### src/hdl/assert_macros.svh
// ---------------------------------------------------------------------------
// assert_macros.svh
// Concurrent assertion helpers for the quad flattening block. The enclosing
// module must have a clock named clk and an active-low reset named arst_n.
// ---------------------------------------------------------------------------
`ifndef ASSERT_MACROS_SVH
`define ASSERT_MACROS_SVH
`ifndef SYNTHESIS
`define QFTP_ASSERT(lbl, prop, msg) \
	lbl: assert property (@(posedge clk) disable iff (!arst_n) prop) else $error(msg);
`define QFTP_ASSERT_NEVER(lbl, cond, msg) \
	lbl: assert property (@(posedge clk) disable iff (!arst_n) !(cond)) else $error(msg);
`else
`define QFTP_ASSERT(lbl, prop, msg)
`define QFTP_ASSERT_NEVER(lbl, cond, msg)
`endif
`endif

### src/hdl/qftp_sqrt.sv
// ---------------------------------------------------------------------------
// qftp_sqrt
// Pipelined digit-by-digit floor square root, STEPS root bits per stage.
// ---------------------------------------------------------------------------
module qftp_sqrt #(
	parameter int RAD_W  = 36,
	parameter int STEPS  = 2,
	parameter int SIDE_W = 1
) (
	input  logic                 clk,
	input  logic                 arst_n,
	input  logic                 in_valid,
	input  logic [RAD_W-1:0]     rad,
	input  logic [SIDE_W-1:0]    in_side,
	output logic                 out_valid,
	output logic [RAD_W/2-1:0]   root,
	output logic [SIDE_W-1:0]    out_side
);

	localparam int RTW  = RAD_W / 2;
	localparam int NSTG = (RTW + STEPS - 1) / STEPS;

	logic [RTW:0]      src_rem  [NSTG];
	logic [RTW-1:0]    src_root [NSTG];
	logic [RAD_W-1:0]  src_x    [NSTG];
	logic [SIDE_W-1:0] src_side [NSTG];
	logic              src_vld  [NSTG];
	logic [RTW:0]      rem_s    [NSTG];
	logic [RTW-1:0]    root_s   [NSTG];
	logic [RAD_W-1:0]  x_s      [NSTG];
	logic [SIDE_W-1:0] side_s   [NSTG];
	logic              vld_s    [NSTG];

	assign src_rem[0]  = '0;
	assign src_root[0] = '0;
	assign src_x[0]    = rad;
	assign src_side[0] = in_side;
	assign src_vld[0]  = in_valid;

	genvar g;
	for (g = 0; g < NSTG; g++) begin : g_stg
		logic [RTW:0]     rem_c;
		logic [RTW-1:0]   root_c;
		logic [RAD_W-1:0] x_c;

		if (g > 0) begin : g_link
			assign src_rem[g]  = rem_s[g-1];
			assign src_root[g] = root_s[g-1];
			assign src_x[g]    = x_s[g-1];
			assign src_side[g] = side_s[g-1];
			assign src_vld[g]  = vld_s[g-1];
		end

		// Bring down two radicand bits, try root*4+1
		always_comb begin
			logic [RTW+1:0] r;
			logic [RTW+1:0] trial;
			rem_c  = src_rem[g];
			root_c = src_root[g];
			x_c    = src_x[g];
			for (int k = 0; k < STEPS; k++) begin
				if (g * STEPS + k < RTW) begin
					r     = {rem_c[RTW-1:0], x_c[RAD_W-1 -: 2]};
					trial = {root_c, 2'b01};
					if (r >= trial) begin
						rem_c  = (RTW+1)'(r - trial);
						root_c = {root_c[RTW-2:0], 1'b1};
					end else begin
						rem_c  = r[RTW:0];
						root_c = {root_c[RTW-2:0], 1'b0};
					end
					x_c = {x_c[RAD_W-3:0], 2'b00};
				end
			end
		end

		always_ff @(posedge clk or negedge arst_n) begin
			if (!arst_n) begin
				vld_s[g] <= 1'b0;
			end else begin
				vld_s[g] <= src_vld[g];
			end
		end

		always_ff @(posedge clk) begin
			rem_s[g]  <= rem_c;
			root_s[g] <= root_c;
			x_s[g]    <= x_c;
			side_s[g] <= src_side[g];
		end
	end

	assign out_valid = vld_s[NSTG-1];
	assign root      = root_s[NSTG-1];
	assign out_side  = side_s[NSTG-1];

endmodule

### config.mk
export PLATFORM = sky130hd
export DESIGN_NAME = qftp_sqrt
export DESIGN_NICKNAME = d
export VERILOG_FILES = /design/src/hdl/assert_macros.svh /design/src/hdl/qftp_sqrt.sv
export SDC_FILE = /design/constraint.sdc
export NUM_CORES = 1
export LEC_CHECK = 0
export BUFFER_PORTS_ARGS = -buffer_cell sky130_fd_sc_hd__buf_4
export CAP_MARGIN = 20
export CORE_AREA = 2 2 245 247
export CTS_CLUSTER_SIZE = 20
export DETAILED_ROUTE_END_ITERATION = 12
export DIE_AREA = 0 0 247 249
export PLACE_DENSITY_LB_ADDON = 0.3
export SLEW_MARGIN = 20
export SYNTH_ARGS = -nofsm -noshare
export SYNTH_HDL_FRONTEND = slang
export SYNTH_SLANG_ARGS = --single-unit
### constraint.sdc
create_clock -name clk -period 6.36 [get_ports clk]
set_clock_uncertainty 0.2 [all_clocks]
set_input_delay 1.272 -clock clk [delete_from_list [all_inputs] [get_ports clk]]
set_output_delay 1.272 -clock clk [all_outputs]
set_load 0.05 [all_outputs]
==> results of run 1 <==
state kept, by name (all words and copies together) (netlist names):
| register | cells |
|---|---|
| out_valid | 1 |
| side_s | 9 |
| rem_s | 136 |
| x_s | 144 |
| root_s | 90 |
| src_vld | 8 |
metal layers:
metal | routed length, um | GRT usage
met1 | 23600 | 0.214
met5 | 0 | 0
met4 | 1570 | 0.0570
met2 | 23300 | 0.272
met3 | 2340 | 0.0240
synth_stat cells (33+ instances only):
library cell | number | area (um^2)
xor2_1 | 71 | 622
a21oi_1 | 168 | 841
inv_1 | 154 | 578
xnor2_1 | 112 | 981
nor3_1 | 65 | 325
o21ai_0 | 102 | 510
dfxtp_1 | 379 | 7590
a21o_1 | 63 | 473
nand4_1 | 33 | 206
nand3_1 | 45 | 225
ha_1 | 186 | 2330
nor2_1 | 191 | 717
nand2_1 | 147 | 552
critical path: cells and delay by family (launching register included):
kind            cells  cell delay [ns]
simple gates        5             1.46
compound gates     12             2.82
flops               1             0.33
fa+ha+maj           2             0.70
buf+inv             2             0.31
per-stage QoR:
step | hold slack [ns] | instance area [um^2] | total power, W | utilization | setup WS (ns)
2_1_floorplan | 0.110 | 20300 | 0.00637 | - | 0.908
3_3_place_gp | 0.109 | 21700 | 0.00731 | 0.369 | 0.387
3_5_place_dp | 0.112 | 21700 | 0.00737 | 0.369 | 0.348
4_1_cts | 0.118 | 23300 | 0.0102 | 0.396 | 0.298
5_1_grt | 0.117 | 23300 | 0.0108 | 0.396 | 0.0465
6_report | 0.113 | 23300 | 0.0101 | 0.396 | 0.461
area by class of cell:
type / instances / area share
tap: 773 / 0.0416
clock inverter: 28 / 0.0169
multi-input combinational: 1681 / 0.504
inverter: 159 / 0.0257
clock buffer: 55 / 0.0522
timing repair buffer: 74 / 0.0239
sequential: 388 / 0.336
logic make-up (layout without fill, tap and decap cells):
group,count (synthesis),after routing,synth area share
simple gates,706,706,0.178
compound gates,553,553,0.176
flops,388,388,0.384
buf+inv,206,316,0.0396
fa+ha+maj,186,186,0.114
xor+xnor,183,183,0.0788
mux,51,51,0.0286
other cells,1,2,0.000184
path summary, 6_finish.rpt:
| kind | slack (ns) | end |
|---|---|---|
| worst max-delay path | 0.46 | rem_s[0][147]$_DFF_P_ |
| worst min-delay path | 0.11 | x_s[0][53]$_DFF_P_ |
| worst max register to register | 0.46 | rem_s[0][147]$_DFF_P_ |
| worst min register to register | 0.11 | x_s[0][53]$_DFF_P_ |
| max in group asynchronous | 5.52 | src_vld[0]$_DFF_PN0_ |
| min in group asynchronous | 0.29 | src_vld[6]$_DFF_PN0_ |
where the power goes:
group	internal (W)	switching, W	leakage, nW
combinational	0.00175	0.00234	6.74
clock	0.00164	0.00111	0.770
sequential	0.00290	0.000374	3.28
==> reports/metrics.yaml, run 1 <==
max_slew_margin: 0.295
async_flop_share: 0.0232
gp_routability_congestion: 0.903
power_density_nw_per_um2: 435
clock_sinks: 388
grt_pass1_vias: 16000
area_growth_pct: 14.4
grt_max_degree: 31
ir_drop_uv: 282
drt-initial-drc-count: 1126
rsz0062_at_grt: "false"
dr.pass1.iters: 6
root_buffer: "clkbuf_16"
final_cell_mix: "379 x dfxtp_1, 191 x nor2_1, 186 x ha_1, 168 x a21oi_1, 154 x inv_1"
synth_cells: 2274
syn_area_um2: 20300
htreeDepth: 2
hold_viol_final: 0
tightest_slew_ns: 1.03
hold_class: "reg2reg"
diodes: 0
ys_ff_latch: 388
wirelength_um: 50800
fmax_ghz: 0.170
setup_violations: 0
cts.repair.resized: 0
ys_types: 96
seqCellArea_um2: 7810
synth_edf_count: 0
post_cts_buffers: 0
status: "complete, no violations"
clock_latency_ns: 0.60
arrival_ns: 6.22
fill_cells: 5826
r2r_cells: 21
chipWidth_um: 247
startpoint_type: "register"
dp.cells: 3075
initial_utilization: 0.347
antenna_found_initial: 0
crit_fanout: 30
track_usage: 0.164
drv_cap: 0
path_class: "reg2reg"
drive_gt1_frac: 0.0956
vias_per_cell: 5.22
core_um2: 58700
final_antenna_net_count: 0
synth_ff_type: "dfxtp_1"
hpwlAfterDp_um: 39600
clk_pin_slew_ns: 0.06
drv_slew: 0
worstPathCellList: "inv_1 > ha_1 > nor2b_1 > o21ai_0 > a211oi_1 > o31ai_2 > nand3_1 > buf_4 > nor2_1 > nor2_1 > ha_1 > a21oi_1 > o21ai_0 > a21o_1 > a21o_1 > a221o_1 > o31ai_1 > a31oi_1 > or4_2 > a211oi_1 > a31o_2"
fin_setup_tns_ns: 0
die_h_um: 249
startpoint: "root_s[6][0]$_DFF_P_"
crit_path_end_kind: "register"
whs_path_depth: 0
yosysWarnings: 0
syn_avg_cell_area_um2: 8.94
final_nets: 2575
postCtsHoldBufs: 0
critPathMaxStageDelay_ns: 0.96
cts_buffers: 45
multi_input_area_um2: 11700
wl_per_cell_um: 16.1
slowest_stage: "or4_2"
leakage_nw: 10.8
port_buffers: 59
seq_area_frac_synth: 0.384
grt_overflow: 0
grt_pass1_wl_um: 82100
ios: 60
worstHoldStart: "x_s[0][17]$_DFF_P_"
cts_tree: "yes"
cts_buffer_depth: 3
drcViolationCount: 0
critPathRequiredTime_ns: 6.68
vias: 16500
num_rows: 89
fin_cells: 3158
period_minus_slack_ns: 5.90
reg2reg_from: "root_s[6][0]$_DFF_P_"
die_area_um2: 61500
fin_crit_sh: 0.928
final_common_cell: "dfxtp_1"
No activity file was read; power rests on OpenSTA's default activity.
==> run 2: changes to the inputs <==
--- a/config.mk
+++ b/config.mk
@@ -5,7 +5,7 @@
 export SDC_FILE = /design/constraint.sdc
 export NUM_CORES = 1
 export LEC_CHECK = 0
-export BUFFER_PORTS_ARGS = -buffer_cell sky130_fd_sc_hd__buf_4
+export BUFFER_PORTS_ARGS = -buffer_cell sky130_fd_sc_hd__buf_2
 export CAP_MARGIN = 20
 export CORE_AREA = 2 2 245 247
 export CTS_CLUSTER_SIZE = 20
==> constraint.sdc (replaced) <==
create_clock -name clk -period 6.12 [get_ports clk]
set_clock_uncertainty 0.2 [all_clocks]
set_input_delay 1.224 -clock clk [delete_from_list [all_inputs] [get_ports clk]]
set_output_delay 1.224 -clock clk [all_outputs]
set_load 0.05 [all_outputs]
==> run 2 against run 1 <==
  * Die area stayed put
  * Critical path type unchanged
  * Highest routed layer unchanged
  * Cell area is 0.84% lower
  * Clock-buffer cell count is 4 lower
  * Cell count hardly changed
  * Wire length is 0.47% higher
  * First-iteration DRC count is 16% lower
  * Core utilization is 0.33 points lower
  * Setup slack worse by 0.042 ns
  * Largest cell class unchanged
==> reports/metrics.yaml, run 2 (same netlist as run 1, synthesis figures left out) <==
largest_register: "x_s"
tightest_slew_ns: 0.854  # -0.177 ns
worstPathCellList: "inv_1 > ha_1 > nor2b_1 > o21ai_0 > a211oi_1 > o31ai_4 > nand3_1 > inv_1 > buf_4 > o21ai_0 > ha_1 > and4_1 > and3_1 > nand2_1 > nor4_1 > a31o_2 > o31ai_1 > a31oi_1 > or4_1 > buf_4 > o21ai_0 > o21ai_0"
cp_common_cell: "o21ai_0"
clock_latency_ns: 0.59  # about the same
ios: 60  # unchanged
comb_power_share: 0.409  # +0.005
drive_gt1_frac: 0.0980  # +0.00243
initial_utilization: 0.347  # unchanged
startpoint_type: "register"
setup_slack_ns: 0.419  # -0.0415 ns
crit_buf_inv: 4  # +2
wirelength_um: 51000  # +0.47%
root_buffer: "clkbuf_16"
grt_max_degree: 27  # -13%
vias: 16400  # -0.62%
ir_drop_uv: 380  # +35%
final_antenna_net_count: 0  # unchanged
chipWidth_um: 247  # unchanged
r2r_cells: 22  # +4.8%
arrival_ns: 5.97  # -0.25 ns
clk_pin_slew_ns: 0.06  # about the same
leakage_nw: 10.7  # -0.68%
diodes: 0  # unchanged
core_um2: 58700  # unchanged
clock_sinks: 388  # unchanged
setup_violations: 0  # unchanged
path_depth: 22  # +4.8%
hpwlAfterDp_um: 40100  # +1.1%
vias_per_cell: 5.18  # -0.69%
largest_reg_flops: 144  # unchanged
grt_pass1_wl_um: 82700  # +0.71%
hold_viol_final: 0  # unchanged
gp_routability_congestion: 0.886  # -2.0%
status: "complete, no violations"
final_cell_mix: "379 x dfxtp_1, 191 x nor2_1, 186 x ha_1, 168 x a21oi_1, 154 x inv_1"
drcViolationCount: 0  # unchanged
num_rows: 89  # unchanged
total_power_w: 0.0104  # +2.5%
fin_crit_sh: 0.932  # +0.00394
grt_overflow: 0  # unchanged
grt_pass1_vias: 15900  # -0.64%
wl_per_cell_um: 16.2  # +0.41%
fin_setup_tns_ns: 0  # unchanged
htreeDepth: 2  # unchanged
drv_cap: 0  # unchanged
cts_buffers: 45  # unchanged
max_slew_margin: 0.428  # +0.133
dr.pass1.iters: 5  # -1
fill_cells: 5874  # +0.82%
die_h_um: 249  # unchanged
fmax_ghz: 0.175  # +3.5%
drt-initial-drc-count: 941  # -16%
swShare: 0.381  # +0.00322
hold_class: "reg2reg"
cts_tree: "yes"
clkPwrFrac: 0.263  # -0.009
antenna_found_initial: 0  # unchanged
reg_top3: "x_s (144), rem_s (136), root_s (90)"
startpoint: "x_s[0][222]$_DFF_P_"
port_buffers: 59  # unchanged
crit_path_end_kind: "register"
crit_family: "compound AO/OA/AOI/OAI gates"
track_usage: 0.165  # +0.00114
regToRegSetupSlack_ns: 0.42  # -0.04 ns
pwr-share-seq: 0.328  # +0.004
path_class: "reg2reg"
final_nets: 2579  # +0.16%
p_int_w: 0.00642  # +2.0%
area_growth_pct: 13.4
fin_area_um2: 23100  # -0.84%
critPathMaxStageDelay_ns: 0.69  # -0.27 ns
placed_cell_area_um2: 21500  # -0.54%
reg2reg_from: "x_s[0][222]$_DFF_P_"
drv_slew: 0  # unchanged
die_area_um2: 61500  # unchanged
postCtsHoldBufs: 0  # unchanged
cts_buffer_depth: 3  # unchanged
critPathRequiredTime_ns: 6.39  # -0.29 ns
slowest_stage: "or4_1"
final_common_cell: "dfxtp_1"
p_switching_w: 0.00395  # +3.4%
timing.rr.end: "rem_s[0][140]$_DFF_P_"
cp-endpoint: "rem_s[0][140]$_DFF_P_"
power_density_nw_per_um2: 450  # +3.4%
crit_fanout: 21  # -30%
dp_slack_ns: 0.371  # +0.0232 ns
period_minus_slack_ns: 5.70  # -0.198 ns
run 2: cell count changes in the layout (fill, tap and decap cells not counted), moves of 2 or more:
cell and delta:
a2111oi_0 -2, bufinv_16 -2, a2111oi_1 +2, buf_4 -55, clkbuf_1 -3, clkinv_2 +6, clkinv_4 +3, inv_6 -3
buf_2 +59
run 2: power groups by stage:
| stage | clock, W | combinational (W) | sequential (W) |
|---|---|---|---|
| after floorplan | 0 | 0.00330 | 0.00332 |
| after global placement | 0 | 0.00415 | 0.00345 |
| after detailed placement | 0 | 0.00420 | 0.00345 |
| after CTS | 0.00283 | 0.00423 | 0.00340 |
| after global routing | 0.00292 | 0.00474 | 0.00346 |
| final | 0.00272 | 0.00424 | 0.00340 |
run 2: area by class of cell:
cell class / instances / area [um^2] / share of cell area
clock inverters: 30 / 322 / 0.0139
well taps: 773 / 967 / 0.0419
clock buffers: 51 / 1190 / 0.0515
inverters: 159 / 597 / 0.0259
multi-input cells: 1681 / 11700 / 0.509
repair buffers: 78 / 438 / 0.0190
flip-flops and latches: 388 / 7810 / 0.339
run 2: repair_timing:
| item | 4_1_cts | 5_1_grt |
|---|---|---|
| setup buffers | 0 | 0 |
| gates resized for setup | 0 | 3 |
| setup endpoints to repair | 0 | 13 |
run 2: worst min path at each step:
| stage | depth (start not counted) | to | from | slack, ns |
|---|---|---|---|---|
| final | 0 | x_s[0][153]$_DFF_P_ | x_s[0][117]$_DFF_P_ | 0.11 |
| after floorplan | 0 | side_s[0][1]$_DFF_P_ | side_s[0][0]$_DFF_P_ | 0.11 |
| after global routing | 0 | x_s[0][153]$_DFF_P_ | x_s[0][117]$_DFF_P_ | 0.13 |
| after CTS | 0 | x_s[0][153]$_DFF_P_ | x_s[0][117]$_DFF_P_ | 0.12 |
| after global placement | 0 | side_s[0][2]$_DFF_P_ | side_s[0][1]$_DFF_P_ | 0.11 |
| after detailed placement | 0 | x_s[0][152]$_DFF_P_ | x_s[0][116]$_DFF_P_ | 0.11 |
run 2: metal layers:
metal,vias up,track usage,wire (um)
met2,331,0.278,24000
met4,0,0.0558,1340
met5,-,0,0
met1,7661,0.214,23700
li1,8303,-,-
met3,89,0.0228,2060
run 2: metrics by stage:
stage	hold slack (ns)	util	instances
2_1_floorplan	0.110	-	2275
3_3_place_gp	0.110	0.367	3079
3_5_place_dp	0.112	0.367	3079
4_1_cts	0.121	0.393	3160
5_1_grt	0.127	0.393	3160
6_report	0.115	0.393	3160
==> run 3: changes to the inputs <==
--- a/config.mk
+++ b/config.mk
@@ -7,11 +7,11 @@
 export LEC_CHECK = 0
 export BUFFER_PORTS_ARGS = -buffer_cell sky130_fd_sc_hd__buf_2
 export CAP_MARGIN = 20
-export CORE_AREA = 2 2 245 247
+export CORE_AREA = 2 2 196 198
 export CTS_CLUSTER_SIZE = 20
 export DETAILED_ROUTE_END_ITERATION = 12
-export DIE_AREA = 0 0 247 249
-export PLACE_DENSITY_LB_ADDON = 0.3
+export DIE_AREA = 0 0 198 200
+export PLACE_DENSITY = 0.79
 export SLEW_MARGIN = 20
 export SYNTH_ARGS = -nofsm -noshare
 export SYNTH_HDL_FRONTEND = slang
==> run 3 against run 2 <==
  * First-iteration DRC count is 13% higher
  * Die area shrank 36%
  * Worst hold slack better by 0.0058 ns
  * Critical path type unchanged
  * Critical path depth down 7
  * Sequential share of layout area increased by 0.62 points
  * Wire length decreased by 5.7%
  * Via count up 1.5%
  * Combinational power about the same
  * Setup slack better by 0.038 ns
  * Sequential power barely moved
  * Clock power fell by 5%
  * Non-clock buffer count fell by 3
==> reports/metrics.yaml, run 3 (same netlist as run 1, synthesis figures left out) <==
die_area_um2: 39600  # -36%
slowest_stage: "o31ai_1"
max_slew_margin: 0.333  # -0.0946
worstPathCellList: "inv_1 > ha_1 > nand4_1 > nor4_2 > nor4_2 > nand3_1 > buf_4 > clkinv_1 > o31ai_1 > ha_1 > and3_1 > a211oi_1 > o211ai_1 > or2_4 > mux2_1"
crit_buf_inv: 3  # -1
reg_top3: "x_s (144), rem_s (136), root_s (90)"
clock_latency_ns: 0.58  # about the same
clock_sinks: 388  # unchanged
dr.pass1.iters: 5  # unchanged
core_um2: 37400  # -36%
port_buffers: 59  # unchanged
diodes: 0  # unchanged
crit_path_end_kind: "register"
crit_fanout: 12  # -43%
htreeDepth: 2  # unchanged
period_minus_slack_ns: 5.66  # -0.0377 ns
hpwlAfterDp_um: 37000  # -7.6%
path_class: "reg2reg"
arrival_ns: 5.92  # -0.05 ns
hold_slack_ns: 0.120  # +0.00578 ns
cts_buffers: 42  # -6.7%
regToRegSetupSlack_ns: 0.46  # +0.04 ns
root_buffer: "clkbuf_16"
gp_routability_congestion: 0.928  # +4.7%
holdPathEnd: "x_s[0][158]$_DFF_P_"
whs_path_depth: 0  # unchanged
grt_pass1_vias: 15700  # -0.90%
track_usage: 0.242  # +0.0769
num_rows: 71  # -20%
antenna_found_initial: 0  # unchanged
worstHoldStart: "x_s[0][122]$_DFF_P_"
critPathRequiredTime_ns: 6.38  # about the same
drcViolationCount: 0  # unchanged
grt_max_degree: 25  # -7.4%
wirelength_um: 48100  # -5.7%
critPathMaxStageDelay_ns: 0.57  # -0.12 ns
grt_overflow: 0  # unchanged
timing.rr.end: "rem_s[0][79]$_DFF_P_"
reg2reg_from: "root_s[3][7]$_DFF_P_"
ios: 60  # unchanged
drive_gt1_frac: 0.0924  # -0.00559
drv_slew: 0  # unchanged
fmax_ghz: 0.177  # +0.67%
ir_drop_uv: 246  # -35%
met1_usage: 0.314  # +0.0998
vias_per_cell: 5.75  # +11%
r2r_cells: 15  # -32%
area_growth_pct: 11.4
wl_per_cell_um: 16.6  # +3.0%
status: "complete, no violations"
drt-initial-drc-count: 1065  # +13%
hold_class: "reg2reg"
vias: 16600  # +1.5%
cts_buffer_depth: 3  # unchanged
crit_family: "simple AND/OR/NAND/NOR gates"
postCtsHoldBufs: 0  # unchanged
die_h_um: 200  # -20%
largest_register: "x_s"
clk_pin_slew_ns: 0.06  # about the same
initial_utilization: 0.544  # +0.197
fin_setup_tns_ns: 0  # unchanged
grt_pass1_wl_um: 77100  # -6.8%
grtUsageMet3: 0.0408  # +0.0180
multi_input_area_um2: 11700  # about the same
use_met2: 0.405  # +0.127
seqCellArea_um2: 7810  # unchanged
chipWidth_um: 198  # -20%
final_util: 0.606  # +0.213
cts_tree: "yes"
largest_reg_flops: 144  # unchanged
tightest_slew_ns: 0.987  # +0.133 ns
drv_cap: 0  # unchanged
final_cell_mix: "379 x dfxtp_1, 191 x nor2_1, 186 x ha_1, 168 x a21oi_1, 154 x inv_1"
busiest_layer: "met2"
fill_cells: 3181  # -46%
startpoint_type: "register"
leakage_nw: 10.7  # -0.47%
final_antenna_net_count: 0  # unchanged
rsz0062_at_grt: "false"
setup_violations: 0  # unchanged
hold_viol_final: 0  # unchanged
power_density_nw_per_um2: 451  # +0.34%
final_common_cell: "dfxtp_1"
fin_crit_sh: 0.925  # -0.00616
final_nets: 2573  # -0.23%
[run 3: timing repair]
item                       in CTS  in global routing
gates resized for setup         0                  2
buffers inserted                0                  0
setup endpoints to repair       0                  3
[run 3: final cells by class]
cell class / count / share of cell area
multi-input combinational: 1681 / 0.518
sequential: 388 / 0.345
clock buffer: 54 / 0.0506
tap: 511 / 0.0282
inverter: 159 / 0.0263
timing repair buffer: 75 / 0.0183
clock inverter: 23 / 0.0135
[run 3: metal layers]
| layer | share of wire | wire [um] |
|---|---|---|
| met5 | 0 | 0 |
| met4 | 0.030 | 1450 |
| met3 | 0.058 | 2770 |
| met2 | 0.46 | 22100 |
| met1 | 0.45 | 21800 |
[run 3: through the flow]
step	total power, W	cells	setup slack, ns	cell area (um^2)
2_1_floorplan	0.00662	2275	0.668	20300
3_3_place_gp	0.00748	2814	0.460	21200
3_5_place_dp	0.00757	2814	0.505	21200
4_1_cts	0.0102	2891	0.495	22600
5_1_grt	0.0109	2891	0.0441	22700
6_report	0.0102	2891	0.457	22700
[run 3: how the worst max path moves through the flow]
stage                                     from               endpoint  slack, ns  cells after the start
after floorplan           root_s[6][3]$_DFF_P_  rem_s[0][134]$_DFF_P_       0.67                     24
after global placement     x_s[0][126]$_DFF_P_   rem_s[0][79]$_DFF_P_       0.46                     16
after detailed placement  root_s[6][3]$_DFF_P_  rem_s[0][144]$_DFF_P_       0.50                     20
after CTS                 root_s[6][3]$_DFF_P_  rem_s[0][144]$_DFF_P_       0.50                     20
after global routing       x_s[0][126]$_DFF_P_   rem_s[0][79]$_DFF_P_       0.04                     16
final                     root_s[3][7]$_DFF_P_   rem_s[0][79]$_DFF_P_       0.46                     15
[run 3: power by group]
| group | total (W) | switching [W] | internal, W | leakage, nW |
|---|---|---|---|---|
| registers | 0.00341 | 0.000394 | 0.00302 | 3.28 |
| clock network | 0.00259 | 0.00104 | 0.00155 | 0.710 |
| logic | 0.00421 | 0.00240 | 0.00181 | 6.68 |
